**src/hdl/xetd_pkg.sv**
```systemverilog
`timescale 1ns / 1ps
// ----------------------------------------------------------------------------
// xetd_pkg
// shared types, constants and name tables of the xml entity text decoder
// ----------------------------------------------------------------------------
package xetd_pkg;

    localparam int PEND_DEPTH   = 16;
    localparam int CODE_LEN     = 8;
    localparam int NAME_MAX_LEN = 4;
    localparam int NUM_NAMES    = 6;
    localparam int PEND_AW      = (PEND_DEPTH > 1) ? $clog2(PEND_DEPTH) : 1;
    localparam int PEND_CW      = $clog2(PEND_DEPTH + 1);

    localparam logic [7:0] CH_NUL   = 8'h00;
    localparam logic [7:0] CH_AMP   = 8'h26;
    localparam logic [7:0] CH_SEMI  = 8'h3B;
    localparam logic [7:0] CH_LT    = 8'h3C;
    localparam logic [7:0] CH_TAB   = 8'h09;
    localparam logic [7:0] CH_CR    = 8'h0D;
    localparam logic [7:0] CH_SPACE = 8'h20;
    localparam logic [7:0] CH_LOW_A = 8'h61;
    localparam logic [7:0] CH_LOW_Z = 8'h7A;
    localparam logic [7:0] CASE_OFS = 8'h20;

    localparam logic [NUM_NAMES-1:0] ALL_CANDIDATES = '1;

    typedef struct packed {
        logic [7:0] in_byte;
        logic       in_last;
    } t_in;

    typedef struct packed {
        logic [7:0] out_byte;
        logic       out_end;
    } t_out;

    typedef enum logic [1:0] {
        PH_SKIP = 2'd0,
        PH_COPY = 2'd1,
        PH_DONE = 2'd2
    } t_phase;

    typedef enum logic [2:0] {
        OSEL_AMP  = 3'd0,
        OSEL_NAME = 3'd1,
        OSEL_PROD = 3'd2,
        OSEL_PEND = 3'd3,
        OSEL_END  = 3'd4
    } t_osel;

    typedef enum logic [3:0] {
        ST_IDLE      = 4'd0,
        ST_DISPATCH  = 4'd1,
        ST_PLAIN     = 4'd2,
        ST_PROD      = 4'd3,
        ST_EMIT_PROD = 4'd4,
        ST_FL_RD     = 4'd5,
        ST_FL_WR     = 4'd6,
        ST_OVF_RD    = 4'd7,
        ST_OVF_WR    = 4'd8,
        ST_PUSH      = 4'd9,
        ST_LAST      = 4'd10,
        ST_END       = 4'd11,
        ST_UNM_AMP   = 4'd12,
        ST_UNM_NAME  = 4'd13
    } t_state;

    // controller to datapath
    typedef struct packed {
        logic   latch_in;
        logic   out_load;
        t_osel  out_sel;
        logic   ram_rd;
        logic   pop;
        logic   push;
        logic   pend_clear;
        logic   ent_start;
        logic   ent_extend;
        logic   ent_clear;
        logic   idx_clr;
        logic   idx_inc;
        logic   prod_from_ent;
        logic   prod_from_byte;
        logic   phase_wr;
        t_phase phase_val;
    } t_cmd;

    // datapath to controller
    typedef struct packed {
        logic last;
        logic byte_end;
        logic byte_ws;
        logic byte_amp;
        logic phase_skip;
        logic phase_done;
        logic ent_active;
        logic ent_match;
        logic ent_extend;
        logic len_zero;
        logic name_last;
        logic prod_ws;
        logic pend_empty;
        logic pend_one;
        logic pend_full;
        logic out_free;
    } t_stat;

    function automatic logic is_ws(input logic [7:0] b);
        return (b == CH_SPACE) || ((b >= CH_TAB) && (b <= CH_CR));
    endfunction

    function automatic logic [7:0] to_upper(input logic [7:0] b);
        return ((b >= CH_LOW_A) && (b <= CH_LOW_Z)) ? b - CASE_OFS : b;
    endfunction

    // names in order: lt, gt, amp, apos, quot, nbsp
    function automatic logic [7:0] name_char(input logic [2:0] k, input logic [1:0] pos);
        logic [7:0] c;
        c = CH_NUL;
        case ({k, pos})
            {3'd0, 2'd0}: c = "L";
            {3'd0, 2'd1}: c = "T";
            {3'd1, 2'd0}: c = "G";
            {3'd1, 2'd1}: c = "T";
            {3'd2, 2'd0}: c = "A";
            {3'd2, 2'd1}: c = "M";
            {3'd2, 2'd2}: c = "P";
            {3'd3, 2'd0}: c = "A";
            {3'd3, 2'd1}: c = "P";
            {3'd3, 2'd2}: c = "O";
            {3'd3, 2'd3}: c = "S";
            {3'd4, 2'd0}: c = "Q";
            {3'd4, 2'd1}: c = "U";
            {3'd4, 2'd2}: c = "O";
            {3'd4, 2'd3}: c = "T";
            {3'd5, 2'd0}: c = "N";
            {3'd5, 2'd1}: c = "B";
            {3'd5, 2'd2}: c = "S";
            {3'd5, 2'd3}: c = "P";
            default:      c = CH_NUL;
        endcase
        return c;
    endfunction

    function automatic logic [2:0] name_len(input logic [2:0] k);
        logic [2:0] n;
        case (k)
            3'd0:    n = 3'd2;
            3'd1:    n = 3'd2;
            3'd2:    n = 3'd3;
            3'd3:    n = 3'd4;
            3'd4:    n = 3'd4;
            3'd5:    n = 3'd4;
            default: n = 3'd0;
        endcase
        return n;
    endfunction

    function automatic logic [7:0] name_value(input logic [2:0] k);
        logic [7:0] v;
        case (k)
            3'd0:    v = "<";
            3'd1:    v = ">";
            3'd2:    v = "&";
            3'd3:    v = 8'h27;
            3'd4:    v = 8'h22;
            3'd5:    v = CH_SPACE;
            default: v = CH_NUL;
        endcase
        return v;
    endfunction

    function automatic logic [PEND_AW-1:0] ptr_inc(input logic [PEND_AW-1:0] p);
        return (p == PEND_AW'(PEND_DEPTH - 1)) ? '0 : p + PEND_AW'(1);
    endfunction

endpackage

```
**src/hdl/xetd_ram.sv**
```systemverilog
`timescale 1ns / 1ps
// ----------------------------------------------------------------------------
// xetd_ram
// generic single write port, single read port ram with registered read
// ----------------------------------------------------------------------------
module xetd_ram #(
    parameter int WIDTH = 8,
    parameter int DEPTH = 16,
    localparam int AW = (DEPTH > 1) ? $clog2(DEPTH) : 1
) (
    input  logic             i_clk,
    input  logic             i_we,
    input  logic [AW-1:0]    i_waddr,
    input  logic [WIDTH-1:0] i_wdata,
    input  logic             i_re,
    input  logic [AW-1:0]    i_raddr,
    output logic [WIDTH-1:0] o_rdata
);

    logic [WIDTH-1:0] r_mem [DEPTH];
    logic [WIDTH-1:0] r_rdata;

    always_ff @(posedge i_clk) begin
        if (i_we) begin
            r_mem[i_waddr] <= i_wdata;
        end
        if (i_re) begin
            r_rdata <= r_mem[i_raddr];
        end
    end

    assign o_rdata = r_rdata;

endmodule

```
**src/hdl/xetd_dp.sv**
```systemverilog
`timescale 1ns / 1ps
// ----------------------------------------------------------------------------
// xetd_dp
// datapath: input latch, entity matcher, held whitespace queue, output register
// ----------------------------------------------------------------------------
module xetd_dp (
    input  logic               i_clk,
    input  logic               i_rst_n,
    input  xetd_pkg::t_in      i_in_data,
    input  xetd_pkg::t_cmd     i_cmd,
    output xetd_pkg::t_stat    o_stat,
    output logic               o_out_valid,
    input  logic               i_out_ready,
    output xetd_pkg::t_out     o_out_data
);

    logic [7:0]                       r_byte;
    logic                             r_last;
    xetd_pkg::t_phase                 r_phase;
    logic                             r_active;
    logic [2:0]                       r_len;
    logic [xetd_pkg::NUM_NAMES-1:0]   r_mask;
    logic [7:0]                       r_prefix [xetd_pkg::NAME_MAX_LEN];
    logic [1:0]                       r_idx;
    logic [7:0]                       r_prod;
    logic [xetd_pkg::PEND_AW-1:0]     r_head;
    logic [xetd_pkg::PEND_AW-1:0]     r_tail;
    logic [xetd_pkg::PEND_CW-1:0]     r_count;
    logic                             r_out_valid;
    xetd_pkg::t_out                   r_out;

    logic [7:0]                       w_upper;
    logic [xetd_pkg::NUM_NAMES-1:0]   w_next;
    logic                             w_match;
    logic [7:0]                       w_value;
    logic [7:0]                       w_rdata;
    logic                             w_out_free;

    // entity matcher: narrow the candidates, or look for a complete name at ';'
    always_comb begin
        w_upper = xetd_pkg::to_upper(r_byte);
        w_next  = '0;
        w_match = 1'b0;
        w_value = xetd_pkg::CH_NUL;
        for (int k = xetd_pkg::NUM_NAMES - 1; k >= 0; k--) begin
            if (r_mask[k] && (r_len < xetd_pkg::name_len(3'(k)))
                && (xetd_pkg::name_char(3'(k), r_len[1:0]) == w_upper)) begin
                w_next[k] = 1'b1;
            end
            if (r_mask[k] && (xetd_pkg::name_len(3'(k)) == r_len)
                && ((4'(r_len) + 4'd1) <= 4'(xetd_pkg::CODE_LEN))) begin
                w_match = 1'b1;
                w_value = xetd_pkg::name_value(3'(k));
            end
        end
    end

    assign w_out_free = !r_out_valid || i_out_ready;

    always_comb begin
        o_stat            = '0;
        o_stat.last       = r_last;
        o_stat.byte_end   = (r_byte == xetd_pkg::CH_NUL) || (r_byte == xetd_pkg::CH_LT);
        o_stat.byte_ws    = xetd_pkg::is_ws(r_byte);
        o_stat.byte_amp   = (r_byte == xetd_pkg::CH_AMP);
        o_stat.phase_skip = (r_phase == xetd_pkg::PH_SKIP);
        o_stat.phase_done = (r_phase == xetd_pkg::PH_DONE);
        o_stat.ent_active = r_active;
        o_stat.ent_match  = (w_upper == xetd_pkg::CH_SEMI) && w_match;
        o_stat.ent_extend = (w_upper != xetd_pkg::CH_SEMI)
                            && (r_len < 3'(xetd_pkg::NAME_MAX_LEN)) && (w_next != '0);
        o_stat.len_zero   = (r_len == 3'd0);
        o_stat.name_last  = ((3'(r_idx) + 3'd1) == r_len);
        o_stat.prod_ws    = xetd_pkg::is_ws(r_prod);
        o_stat.pend_empty = (r_count == '0);
        o_stat.pend_one   = (r_count == xetd_pkg::PEND_CW'(1));
        o_stat.pend_full  = (r_count == xetd_pkg::PEND_CW'(xetd_pkg::PEND_DEPTH));
        o_stat.out_free   = w_out_free;
    end

    xetd_ram #(
        .WIDTH (8),
        .DEPTH (xetd_pkg::PEND_DEPTH)
    ) u_pend_ram (
        .i_clk   (i_clk),
        .i_we    (i_cmd.push),
        .i_waddr (r_tail),
        .i_wdata (r_prod),
        .i_re    (i_cmd.ram_rd),
        .i_raddr (r_head),
        .o_rdata (w_rdata)
    );

    // payload registers
    always_ff @(posedge i_clk) begin
        if (i_cmd.latch_in) begin
            r_byte <= i_in_data.in_byte;
            r_last <= i_in_data.in_last;
        end
        if (i_cmd.ent_extend) begin
            r_prefix[r_len[1:0]] <= r_byte;
        end
        if (i_cmd.prod_from_ent) begin
            r_prod <= w_value;
        end else if (i_cmd.prod_from_byte) begin
            r_prod <= r_byte;
        end
        if (i_cmd.out_load) begin
            case (i_cmd.out_sel)
                xetd_pkg::OSEL_AMP:  r_out <= '{out_byte: xetd_pkg::CH_AMP, out_end: 1'b0};
                xetd_pkg::OSEL_NAME: r_out <= '{out_byte: r_prefix[r_idx], out_end: 1'b0};
                xetd_pkg::OSEL_PROD: r_out <= '{out_byte: r_prod, out_end: 1'b0};
                xetd_pkg::OSEL_PEND: r_out <= '{out_byte: w_rdata, out_end: 1'b0};
                xetd_pkg::OSEL_END:  r_out <= '{out_byte: xetd_pkg::CH_NUL, out_end: 1'b1};
                default:             r_out <= '{out_byte: xetd_pkg::CH_NUL, out_end: 1'b1};
            endcase
        end
    end

    // control state
    always_ff @(posedge i_clk) begin
        if (!i_rst_n) begin
            r_phase     <= xetd_pkg::PH_SKIP;
            r_active    <= 1'b0;
            r_len       <= '0;
            r_mask      <= xetd_pkg::ALL_CANDIDATES;
            r_idx       <= '0;
            r_head      <= '0;
            r_tail      <= '0;
            r_count     <= '0;
            r_out_valid <= 1'b0;
        end else begin
            if (i_cmd.phase_wr) begin
                r_phase <= i_cmd.phase_val;
            end

            if (i_cmd.ent_start || i_cmd.ent_clear) begin
                r_active <= i_cmd.ent_start;
                r_len    <= '0;
                r_mask   <= xetd_pkg::ALL_CANDIDATES;
            end else if (i_cmd.ent_extend) begin
                r_len  <= r_len + 3'd1;
                r_mask <= w_next;
            end

            if (i_cmd.idx_clr) begin
                r_idx <= '0;
            end else if (i_cmd.idx_inc) begin
                r_idx <= r_idx + 2'd1;
            end

            if (i_cmd.pend_clear) begin
                r_count <= '0;
                r_head  <= r_tail;
            end else if (i_cmd.pop) begin
                r_count <= r_count - xetd_pkg::PEND_CW'(1);
                r_head  <= xetd_pkg::ptr_inc(r_head);
            end else if (i_cmd.push) begin
                r_count <= r_count + xetd_pkg::PEND_CW'(1);
                r_tail  <= xetd_pkg::ptr_inc(r_tail);
            end

            if (i_cmd.out_load) begin
                r_out_valid <= 1'b1;
            end else if (i_out_ready) begin
                r_out_valid <= 1'b0;
            end
        end
    end

    assign o_out_valid = r_out_valid;
    assign o_out_data  = r_out;

endmodule

```
**src/hdl/xetd_ctrl.sv**
```systemverilog
`timescale 1ns / 1ps
// ----------------------------------------------------------------------------
// xetd_ctrl
// controller: walks one input byte through matching, flushing and emitting
// ----------------------------------------------------------------------------
module xetd_ctrl (
    input  logic            i_clk,
    input  logic            i_rst_n,
    input  logic            i_in_valid,
    output logic            o_in_ready,
    input  xetd_pkg::t_stat i_stat,
    output xetd_pkg::t_cmd  o_cmd
);

    xetd_pkg::t_state r_state, n_state;
    xetd_pkg::t_state r_fl_ret, n_fl_ret;
    xetd_pkg::t_state r_unm_ret, n_unm_ret;

    always_ff @(posedge i_clk) begin
        if (!i_rst_n) begin
            r_state   <= xetd_pkg::ST_IDLE;
            r_fl_ret  <= xetd_pkg::ST_IDLE;
            r_unm_ret <= xetd_pkg::ST_IDLE;
        end else begin
            r_state   <= n_state;
            r_fl_ret  <= n_fl_ret;
            r_unm_ret <= n_unm_ret;
        end
    end

    always_comb begin
        n_state    = r_state;
        n_fl_ret   = r_fl_ret;
        n_unm_ret  = r_unm_ret;
        o_cmd      = '0;
        o_in_ready = 1'b0;

        case (r_state)
            xetd_pkg::ST_IDLE: begin
                o_in_ready = 1'b1;
                if (i_in_valid) begin
                    o_cmd.latch_in = 1'b1;
                    n_state        = xetd_pkg::ST_DISPATCH;
                end
            end

            xetd_pkg::ST_DISPATCH: begin
                if (i_stat.phase_done) begin
                    n_state = xetd_pkg::ST_LAST;
                end else if (!i_stat.ent_active) begin
                    n_state = xetd_pkg::ST_PLAIN;
                end else if (i_stat.ent_match) begin
                    o_cmd.ent_clear     = 1'b1;
                    o_cmd.prod_from_ent = 1'b1;
                    n_state             = xetd_pkg::ST_PROD;
                end else if (i_stat.ent_extend) begin
                    o_cmd.ent_extend = 1'b1;
                    n_state          = xetd_pkg::ST_LAST;
                end else begin
                    // broken match: spill '&' and the name, then redo the byte
                    n_unm_ret = xetd_pkg::ST_PLAIN;
                    if (i_stat.pend_empty) begin
                        n_state = xetd_pkg::ST_UNM_AMP;
                    end else begin
                        n_fl_ret = xetd_pkg::ST_UNM_AMP;
                        n_state  = xetd_pkg::ST_FL_RD;
                    end
                end
            end

            xetd_pkg::ST_PLAIN: begin
                if (i_stat.byte_end) begin
                    o_cmd.phase_wr  = 1'b1;
                    o_cmd.phase_val = xetd_pkg::PH_DONE;
                    n_state         = xetd_pkg::ST_LAST;
                end else if (i_stat.phase_skip && i_stat.byte_ws) begin
                    n_state = xetd_pkg::ST_LAST;
                end else begin
                    o_cmd.phase_wr  = 1'b1;
                    o_cmd.phase_val = xetd_pkg::PH_COPY;
                    if (i_stat.byte_amp) begin
                        o_cmd.ent_start = 1'b1;
                        n_state         = xetd_pkg::ST_LAST;
                    end else begin
                        o_cmd.prod_from_byte = 1'b1;
                        n_state              = xetd_pkg::ST_PROD;
                    end
                end
            end

            xetd_pkg::ST_PROD: begin
                if (i_stat.prod_ws) begin
                    n_state = i_stat.pend_full ? xetd_pkg::ST_OVF_RD : xetd_pkg::ST_PUSH;
                end else if (i_stat.pend_empty) begin
                    n_state = xetd_pkg::ST_EMIT_PROD;
                end else begin
                    n_fl_ret = xetd_pkg::ST_EMIT_PROD;
                    n_state  = xetd_pkg::ST_FL_RD;
                end
            end

            xetd_pkg::ST_EMIT_PROD: begin
                if (i_stat.out_free) begin
                    o_cmd.out_load = 1'b1;
                    o_cmd.out_sel  = xetd_pkg::OSEL_PROD;
                    n_state        = xetd_pkg::ST_LAST;
                end
            end

            xetd_pkg::ST_FL_RD: begin
                o_cmd.ram_rd = 1'b1;
                n_state      = xetd_pkg::ST_FL_WR;
            end

            xetd_pkg::ST_FL_WR: begin
                if (i_stat.out_free) begin
                    o_cmd.out_load = 1'b1;
                    o_cmd.out_sel  = xetd_pkg::OSEL_PEND;
                    o_cmd.pop      = 1'b1;
                    n_state        = i_stat.pend_one ? r_fl_ret : xetd_pkg::ST_FL_RD;
                end
            end

            xetd_pkg::ST_OVF_RD: begin
                o_cmd.ram_rd = 1'b1;
                n_state      = xetd_pkg::ST_OVF_WR;
            end

            xetd_pkg::ST_OVF_WR: begin
                if (i_stat.out_free) begin
                    o_cmd.out_load = 1'b1;
                    o_cmd.out_sel  = xetd_pkg::OSEL_PEND;
                    o_cmd.pop      = 1'b1;
                    n_state        = xetd_pkg::ST_PUSH;
                end
            end

            xetd_pkg::ST_PUSH: begin
                o_cmd.push = 1'b1;
                n_state    = xetd_pkg::ST_LAST;
            end

            xetd_pkg::ST_LAST: begin
                if (!i_stat.last) begin
                    n_state = xetd_pkg::ST_IDLE;
                end else if (i_stat.ent_active) begin
                    n_unm_ret = xetd_pkg::ST_END;
                    if (i_stat.pend_empty) begin
                        n_state = xetd_pkg::ST_UNM_AMP;
                    end else begin
                        n_fl_ret = xetd_pkg::ST_UNM_AMP;
                        n_state  = xetd_pkg::ST_FL_RD;
                    end
                end else begin
                    n_state = xetd_pkg::ST_END;
                end
            end

            xetd_pkg::ST_END: begin
                if (i_stat.out_free) begin
                    o_cmd.out_load   = 1'b1;
                    o_cmd.out_sel    = xetd_pkg::OSEL_END;
                    o_cmd.pend_clear = 1'b1;
                    o_cmd.ent_clear  = 1'b1;
                    o_cmd.phase_wr   = 1'b1;
                    o_cmd.phase_val  = xetd_pkg::PH_SKIP;
                    n_state          = xetd_pkg::ST_IDLE;
                end
            end

            xetd_pkg::ST_UNM_AMP: begin
                if (i_stat.out_free) begin
                    o_cmd.out_load = 1'b1;
                    o_cmd.out_sel  = xetd_pkg::OSEL_AMP;
                    o_cmd.idx_clr  = 1'b1;
                    if (i_stat.len_zero) begin
                        o_cmd.ent_clear = 1'b1;
                        n_state         = r_unm_ret;
                    end else begin
                        n_state = xetd_pkg::ST_UNM_NAME;
                    end
                end
            end

            xetd_pkg::ST_UNM_NAME: begin
                if (i_stat.out_free) begin
                    o_cmd.out_load = 1'b1;
                    o_cmd.out_sel  = xetd_pkg::OSEL_NAME;
                    o_cmd.idx_inc  = 1'b1;
                    if (i_stat.name_last) begin
                        o_cmd.ent_clear = 1'b1;
                        n_state         = r_unm_ret;
                    end
                end
            end

            default: begin
                n_state = xetd_pkg::ST_IDLE;
            end
        endcase
    end

endmodule

```
**src/hdl/xml_entity_text_decoder.sv**
```systemverilog
`timescale 1ns / 1ps
// ----------------------------------------------------------------------------
// xml_entity_text_decoder
// decodes the bytes of one xml text value, one byte per transfer
// ----------------------------------------------------------------------------
// The block takes one byte per transfer and works on it alone; o_in_ready is
// high only while the controller waits in its idle state. A byte that is simply
// copied goes through latch, dispatch, classify, produce, emit and last check
// before the next input transfer. A held whitespace byte that must go out is
// first read from the holding queue, a ram with a registered read port. An
// unmatched entity spills '&' plus up to four name bytes, and the final byte
// of a string is followed by the end transfer. A stalled output holds the
// controller until the output register is free. Leading whitespace is dropped,
// text ends at '<' or a zero byte, lt/gt/amp/apos/quot/nbsp are decoded
// case-insensitively, and trailing whitespace held in the queue is dropped at
// the end of the string; a whitespace byte that finds the queue full sends
// the oldest held byte on first.
// ----------------------------------------------------------------------------
module xml_entity_text_decoder (
    input  logic           i_clk,
    input  logic           i_rst_n,
    input  logic           i_in_valid,
    output logic           o_in_ready,
    input  xetd_pkg::t_in  i_in_data,
    output logic           o_out_valid,
    input  logic           i_out_ready,
    output xetd_pkg::t_out o_out_data
);

    // command and status between the controller and the datapath
    xetd_pkg::t_cmd  w_cmd;
    xetd_pkg::t_stat w_stat;

    // sequencer: one state per micro step of the current byte
    xetd_ctrl u_ctrl (
        .i_clk      (i_clk),
        .i_rst_n    (i_rst_n),
        .i_in_valid (i_in_valid),
        .o_in_ready (o_in_ready),
        .i_stat     (w_stat),
        .o_cmd      (w_cmd)
    );

    // matcher, whitespace queue and output register
    xetd_dp u_dp (
        .i_clk       (i_clk),
        .i_rst_n     (i_rst_n),
        .i_in_data   (i_in_data),
        .i_cmd       (w_cmd),
        .o_stat      (w_stat),
        .o_out_valid (o_out_valid),
        .i_out_ready (i_out_ready),
        .o_out_data  (o_out_data)
    );

endmodule

```
**config.mk**
```make
export PLATFORM = sky130hd
export DESIGN_NAME = xml_entity_text_decoder
export DESIGN_NICKNAME = d
export VERILOG_FILES = /design/src/hdl/xetd_pkg.sv /design/src/hdl/xetd_ram.sv /design/src/hdl/xetd_dp.sv /design/src/hdl/xetd_ctrl.sv /design/src/hdl/xml_entity_text_decoder.sv
export SDC_FILE = /design/constraint.sdc
export NUM_CORES = 1
export LEC_CHECK = 0
export BUFFER_PORTS_ARGS = -buffer_cell sky130_fd_sc_hd__buf_2
export CAP_MARGIN = 20
export CELL_PAD_IN_SITES_DETAIL_PLACEMENT = 0
export CELL_PAD_IN_SITES_GLOBAL_PLACEMENT = 2
export CORE_MARGIN = 5
export CORE_UTILIZATION = 43
export CTS_BUF_LIST = sky130_fd_sc_hd__clkbuf_2
export DETAILED_ROUTE_END_ITERATION = 6
export PLACE_DENSITY = 0.86
export SLEW_MARGIN = 5
export SYNTH_ARGS = -nofsm -noshare
export SYNTH_HDL_FRONTEND = slang
export SYNTH_SLANG_ARGS = --single-unit
export TNS_END_PERCENT = 100
```
**constraint.sdc**
```tcl
create_clock -name i_clk -period 2.8 [get_ports i_clk]
set_clock_uncertainty 0.1 [all_clocks]
set_input_delay 0.28 -clock i_clk [delete_from_list [all_inputs] [get_ports i_clk]]
set_output_delay 0.28 -clock i_clk [all_outputs]
set_load 0.02 [all_outputs]
```
[After elaboration in Yosys (flattened, before gate mapping)]
Memories as Yosys holds them, arrays and structs flattened. A register that Yosys moved wholly into a read port is not among the register bits.
Index checks and enable logic that the tools add are counted.
Word-level totals
  register bits: 66
  RAM bits: 160
  bits of input ports: 13
  word-level logic and storage cells: 281
  memories: 2
Cells by class
  add/sub/neg operators: 9
  order comparisons: 10
  equal/unequal tests: 56
  muxes and demuxes: 124
  bitwise logic cells: 3
  reductions and logical operators: 60
Memories
  u_dp.u_pend_ram.r_mem: depth 16, bits a word 8, read ports 1, clocked after memory_dff 1, wr ports 1, line xetd_ram.sv:20  | logic [WIDTH-1:0] r_mem [DEPTH];
  u_dp.r_prefix: depth 4, bits a word 8, read ports 1, clocked after memory_dff 1, wr ports 1, line xetd_dp.sv:23  | logic [7:0] r_prefix [xetd_pkg::NAME_MAX_LEN];
Operator list (count)
  4-bit two-way mux: 47
  8-bit one-hot mux with 4 select lines: 3
  4-bit one-hot mux with 14 select lines: 1
  1-bit two-way mux: 46
  8-bit by 6-bit equality test with 1-bit output (second input constant): 5
  6-bit two-way mux: 6
  9-bit one-hot mux with 4 select lines: 1
  4-bit equality test (second input constant): 8
  1-bit logical AND: 31
  7-bit one-hot mux with 2 select lines: 2
  7-bit by 8-bit equality test with 1-bit output: 3
  8-bit equality test: 3
  8-bit two-way mux: 3
  7-bit one-hot mux with 3 select lines: 1
  2-bit by 1-bit inequality test with 1-bit output (second input constant): 10
  4-bit one-hot mux with 5 select lines: 1
  4-bit by 3-bit equality test with 1-bit output (second input constant): 4
  8-bit by 4-bit >= comparator with 1-bit output (second input constant): 2
  8-bit by 4-bit less-or-equal comparator with 1-bit output (second input constant): 2
  2-bit inequality test (second input constant): 6
  4-bit one-hot mux with 3 select lines: 1
  2-bit two-way mux: 5
  5-bit two-way mux: 2
  2-bit nonzero test: 5
  other kinds (44): 64

[Depth between registers and ports, before layout]
  word-level depth: 16
  gate-level depth with buffers: 11
  mapped depth without buffers: 9

[Hierarchy]
Synthesis repeated with hierarchy kept, for this count alone.
Unflattened totals
  cell total of the unflattened synthesis: 778
  area, all modules: 10751.6 um^2
By module, submodules not included
  xetd_ram: times used 1, cells an instance 229, area an instance 5227.5 um^2, seq. area each 4083.9 um^2
  xetd_dp: times used 1, cells an instance 399, area an instance 4504.3 um^2, seq. area each 2342.2 um^2
  xetd_ctrl: times used 1, cells an instance 150, area an instance 1019.7 um^2, seq. area each 160.2 um^2

[Least setup slack after synthesis]
Ideal clock, no wire load.
  path type: register to register
  start point: register u_dp.r_byte[6]
  end point: memory u_dp.r_prefix[0][0] (enable)
  arrival time: 2492 ps
  data required time: 2368 ps
  path slack: -124 ps
  stages on the path, launching flop included: 10
  path buffers: 0
  period minus slack after synthesis: 2924 ps
  cells stage by stage: edfxtp_1 > inv_1 > ha_1 > or4b_1 > a221o_1 > a211oi_4 > o31a_4 > nor3_4 > nor3_2 > and2_1
On the way
  longest elaborated chain between the ends: 15
  elaborated cells on any way between the ends: 36
RTL lines
  start, declared: line xetd_dp.sv:17  | logic [7:0] r_byte;
  start signal, assigned: line xetd_dp.sv:97  | r_byte <= i_in_data.in_byte;
  8-bit by 7-bit >= comparator with 1-bit output or 8-bit by 7-bit less-or-equal comparator with 1-bit output (tied branches): line xetd_pkg.sv:114  | return ((b >= CH_LOW_A) && (b <= CH_LOW_Z)) ? b - CASE_OFS : b;
  1-bit logical AND: line xetd_pkg.sv:114
  8-bit two-way mux *: line xetd_pkg.sv:114
  7-bit by 8-bit equality test with 1-bit output or 8-bit equality test (tied branches): line xetd_dp.sv:47  | && (xetd_pkg::name_char(3'(k), r_len[1:0]) == w_upper)) begin
  1-bit logical AND: line xetd_dp.sv:47
  1-bit two-way mux: line xetd_dp.sv:46  | if (r_mask[k] && (r_len < xetd_pkg::name_len(3'(k)))
  6-bit nonzero test: line xetd_dp.sv:71  | && (r_len < 3'(xetd_pkg::NAME_MAX_LEN)) && (w_next != '0);
  1-bit logical AND: line xetd_dp.sv:71
  1-bit two-way mux: line xetd_ctrl.sv:56  | end else if (i_stat.ent_extend) begin
  1-bit two-way mux *: line xetd_ctrl.sv:52  | end else if (i_stat.ent_match) begin
  2-bit two-way mux *: line xetd_ctrl.sv:50  | end else if (!i_stat.ent_active) begin
  2-bit two-way mux *: line xetd_ctrl.sv:48  | if (i_stat.phase_done) begin
  1-bit two-way mux *: line xetd_ctrl.sv:38  | case (r_state)
  1-bit two-way mux *: line xetd_dp.sv:100  | if (i_cmd.ent_extend) begin
  1-bit two-way mux (implied by the code) *: line xetd_dp.sv:101  | r_prefix[r_len[1:0]] <= r_byte;
  end, declared: line xetd_dp.sv:23
Mark *: on every way between the ends. The rest lies on a longest branch, timed or not.

[Worst setup path after layout]
  start point: register u_dp.r_byte[6]
  end point: memory u_dp.r_prefix[1][2] (enable)
The elaborated chain is that of the path after synthesis.

==> flow_metrics.env <==
export IMPL_final_core_util_pct=50.8
export IMPL_final_hold_viol_count=0
export IMPL_ir_drop_mv=0.354
export IMPL_grt_max_degree=37
export IMPL_cts_tree="yes"
export IMPL_clock_path_buffers=3
export IMPL_path_clk_slew_ns=0.10
export IMPL_pin_count=24
export IMPL_hold_end="u_dp.r_phase[0]"
export IMPL_hold_class="in -> reg"
export IMPL_tns_ns=0
export IMPL_antenna_found_initial=1
export IMPL_synth_seq_cells=232
export IMPL_rsz0062_at_grt="true"
export IMPL_fin_cells=1252
export IMPL_slew_viol_final=0
export IMPL_crit_path_start_kind="flop"
export IMPL_vias_per_cell=5.44
export IMPL_worstReg2RegStart="u_dp.r_byte[6]"
export IMPL_track_usage_pct=17.6
export IMPL_leakagePower_nw=4.33
export IMPL_syn_inst=734
export IMPL_clk_latency_ns=0.86
export IMPL_fmax_mhz=360
export IMPL_netlist_area_um2=10400
export IMPL_drive_gt1_share_pct=30.2
export IMPL_period_needed_ns=2.78
export IMPL_cts_sinks=232
export IMPL_totalWireLength_um=24400
export IMPL_area_growth_synth_to_final_pct=17.5
export IMPL_synth_seq_area_share_pct=63.2
export IMPL_place_congestion=0.871
export IMPL_maxCapViolations=0
export IMPL_crit_path_end_kind="flop"
export IMPL_ctsHtreeMaxLevel=2
export IMPL_required_ns=3.23
export IMPL_post_place_cells=1121
export IMPL_synth_warning_count=0
export IMPL_drt_first_pass_iters=5
export IMPL_r2r_setup_slack_ns=0.02
export IMPL_numCtsBuffers=57
export IMPL_finalPower_mw=9.00
export IMPL_synth_edf_count=194
export IMPL_crit_path_max_fanout=8
export IMPL_slew_headroom_pct=52.6
export IMPL_cp_arrival_ns=3.22
export IMPL_syn_num_nets=766
export IMPL_p_per_area_nw_per_um2=735
export IMPL_ys_flop_type="edfxtp_1"
export IMPL_cts_root_buf="clkbuf_2"
export IMPL_drt_iter0_markers=496
export IMPL_coreArea_um2=24100
export IMPL_grt_pass1_wl_um=38600
export IMPL_path_class="reg -> reg"
export IMPL_worstMarginPinSlew_ns=0.704
export IMPL_wl_per_cell_um=19.5
export IMPL_drc=0
export IMPL_status="finished, final reports clean"
export IMPL_vias=6814
export IMPL_die_w_um=166
export IMPL_ys_types=70
export IMPL_grt_pass1_vias=7032
export IMPL_place_hpwl_um=17000
export IMPL_reg2reg_depth=9
export IMPL_grt_overflow=0
export IMPL_worstHoldStart="i_rst_n"
export IMPL_period_share_pct=99.3
export IMPL_finalSetupViolCount=0
export IMPL_io_buffer_count=23
export IMPL_synth_area_per_cell_um2=14.2
export IMPL_finalNetCount=913
export IMPL_async_reset_ff_share_pct=0
export IMPL_r2r_end="u_dp.r_prefix[1][2]"
export IMPL_hold_ws_ns=0.276
export IMPL_row_count=57
export IMPL_whs_path_depth=4
export IMPL_start_util_pct=43.2
export IMPL_die_area_um2=27400
export IMPL_ant_nets=0
export IMPL_dieHeight_um=166
==> cells in the final DEF (no fill, tap or decap), drive strengths merged, types with 5 or more instances in the layout <==
cell | synthesis | routed
a211oi | 5 | 5
a21oi | 32 | 32
a221o | 5 | 5
a22oi | 14 | 14
a31oi | 5 | 5
and2 | 7 | 7
buf | 14 | 107
clkbuf | 26 | 79
clkinv | 0 | 23
dfxtp | 38 | 38
dlygate4sd3 | 0 | 21
edfxtp | 194 | 194
ha | 19 | 19
inv | 19 | 21
mux4 | 48 | 48
nand2 | 55 | 55
nand2b | 11 | 11
nand3 | 15 | 15
nand4 | 10 | 10
nor2 | 64 | 64
nor2b | 7 | 7
nor3 | 23 | 23
o21ai | 21 | 21
or3 | 8 | 8
xnor2 | 13 | 13
xor2 | 11 | 11
==> Yosys cell counts (3+ instances only) <==
cell	count	area [um^2]
a211oi_1	4	30.0
o21ai_0	21	105
dfxtp_1	38	761
o31ai_1	3	22.5
mux2i_1	4	40.0
nand4_1	10	62.6
nand2b_1	11	68.8
a31oi_1	5	31.3
buf_1	7	26.3
buf_2	5	25.0
xnor2_1	13	114
nand3_1	15	75.1
or3_1	8	50.1
ha_1	19	238
or2_2	3	18.8
a22oi_1	14	105
nor3b_1	3	22.5
nor3_1	20	100
nand2_1	55	206
xor2_1	11	96.3
o21bai_1	3	22.5
o21a_1	3	22.5
clkbuf_1	26	97.6
nor2b_1	7	43.8
mux4_2	48	1080
o211ai_1	4	30.0
a221o_2	3	33.8
inv_1	18	67.6
nand3b_1	3	22.5
and2_1	7	43.8
a21oi_1	32	160
and3_1	4	25.0
edfxtp_1	194	5830
nand4b_1	3	26.3
nor2_1	63	236
==> flip-flops by register name (all words and copies together) (netlist names), named ones only <==
register                 flops
u_dp.u_pend_ram.r_mem      128
u_dp.r_prefix               32
u_dp.o_out_data              9
u_dp.r_byte                  8
u_dp.r_prod                  8
u_dp.u_pend_ram.o_rdata      8
u_dp.r_mask                  6
u_dp.r_count                 5
u_ctrl.r_state               4
u_dp.r_head                  4
u_dp.r_tail                  4
u_dp.r_len                   3
u_ctrl.r_fl_ret              2
u_ctrl.r_unm_ret             2
u_dp.r_idx                   2
u_dp.r_phase                 2
u_dp.o_out_valid             1
u_dp.r_active                1
u_dp.r_last                  1
==> worst max-delay path, cell delays in order, from the launching register on <==
cell,delay (ns)
edfxtp_1,0.38
inv_2,0.06
ha_4,0.15
or4b_4,0.47
a221o_1,0.32
a211oi_4,0.26
o31a_4,0.22
nor3_4,0.06
nor3_4,0.20
and2_4,0.26
==> area by class of cell <==
class	instances	area (um^2)
antenna	1	2.50
clock buffer	79	395
clock inverter	26	138
fill	2112	11900
inverter	19	71.3
multi-input combinational	443	3660
sequential	232	6590
tap	324	405
timing repair buffer	128	968
==> per-layer routing <==
layer  global-route usage, %  wire length [um]  vias to the layer above
li1                        -                 -                     3170
met1                    22.3             10000                     3391
met2                    30.7             12600                      216
met3                    3.74              1350                       37
met4                    5.16               450                        0
met5                       0                 0                        -
==> power breakdown <==
part	internal (mW)	switching [mW]	leakage, nW
clock network	0.879	1.34	0.394
logic	1.01	1.42	1.88
registers	4.14	0.218	2.06
total	6.02	2.98	4.33
==> worst max path at each step <==
| stage | cells after the start | slack [ns] | to | start |
|---|---|---|---|---|
| 2_1_floorplan | 9 | -0.03 | u_dp.r_prefix[0][0] | u_dp.r_byte[6] |
| 3_3_place_gp | 9 | 0.003 | u_dp.r_prefix[0][0] | u_dp.r_byte[6] |
| 3_5_place_dp | 9 | -0.1 | u_dp.r_prefix[1][2] | u_dp.r_byte[5] |
| 4_1_cts | 9 | 0.004 | u_dp.r_prefix[1][2] | u_dp.r_byte[5] |
| 5_1_grt | 9 | -0.09 | u_dp.r_prefix[1][2] | u_dp.r_byte[6] |
| 6_report | 9 | 0.02 | u_dp.r_prefix[1][2] | u_dp.r_byte[6] |
==> what timing repair did <==
action / CTS / global route
gates resized for setup: 4 / 9
pin swaps: 1 / 3
hold endpoints to repair: 53 / 1
hold buffers: 20 / 1
setup buffers: 2 / 2
setup endpoints to repair: 32 / 41
==> kinds of logic (layout without fill, tap and decap cells) <==
| group | count (synthesis) | count (layout) | synth area share [%] |
|---|---|---|---|
| buffers and inverters | 59 | 252 | 2.29 |
| other | 0 | 1 | 0 |
| adder cells (fa/ha/maj) | 19 | 19 | 2.28 |
| AO/OA/AOI/OAI | 121 | 121 | 8.34 |
| flip-flops | 232 | 232 | 63.2 |
| AND/OR/NAND/NOR | 226 | 226 | 11.0 |
| XOR/XNOR | 24 | 24 | 2.02 |
| multiplexers | 53 | 53 | 10.9 |
==> through the flow <==
| stage | area, um^2 | setup WS (ns) |
|---|---|---|
| CTS | 12200 | 0.00406 |
| detailed placement | 11400 | -0.0958 |
| finish | 12200 | 0.0189 |
| global placement | 11400 | 0.00269 |
| floorplan | 10400 | -0.0287 |
| global route | 12200 | -0.0895 |
Note: power is estimated with default switching activity, not from simulation.
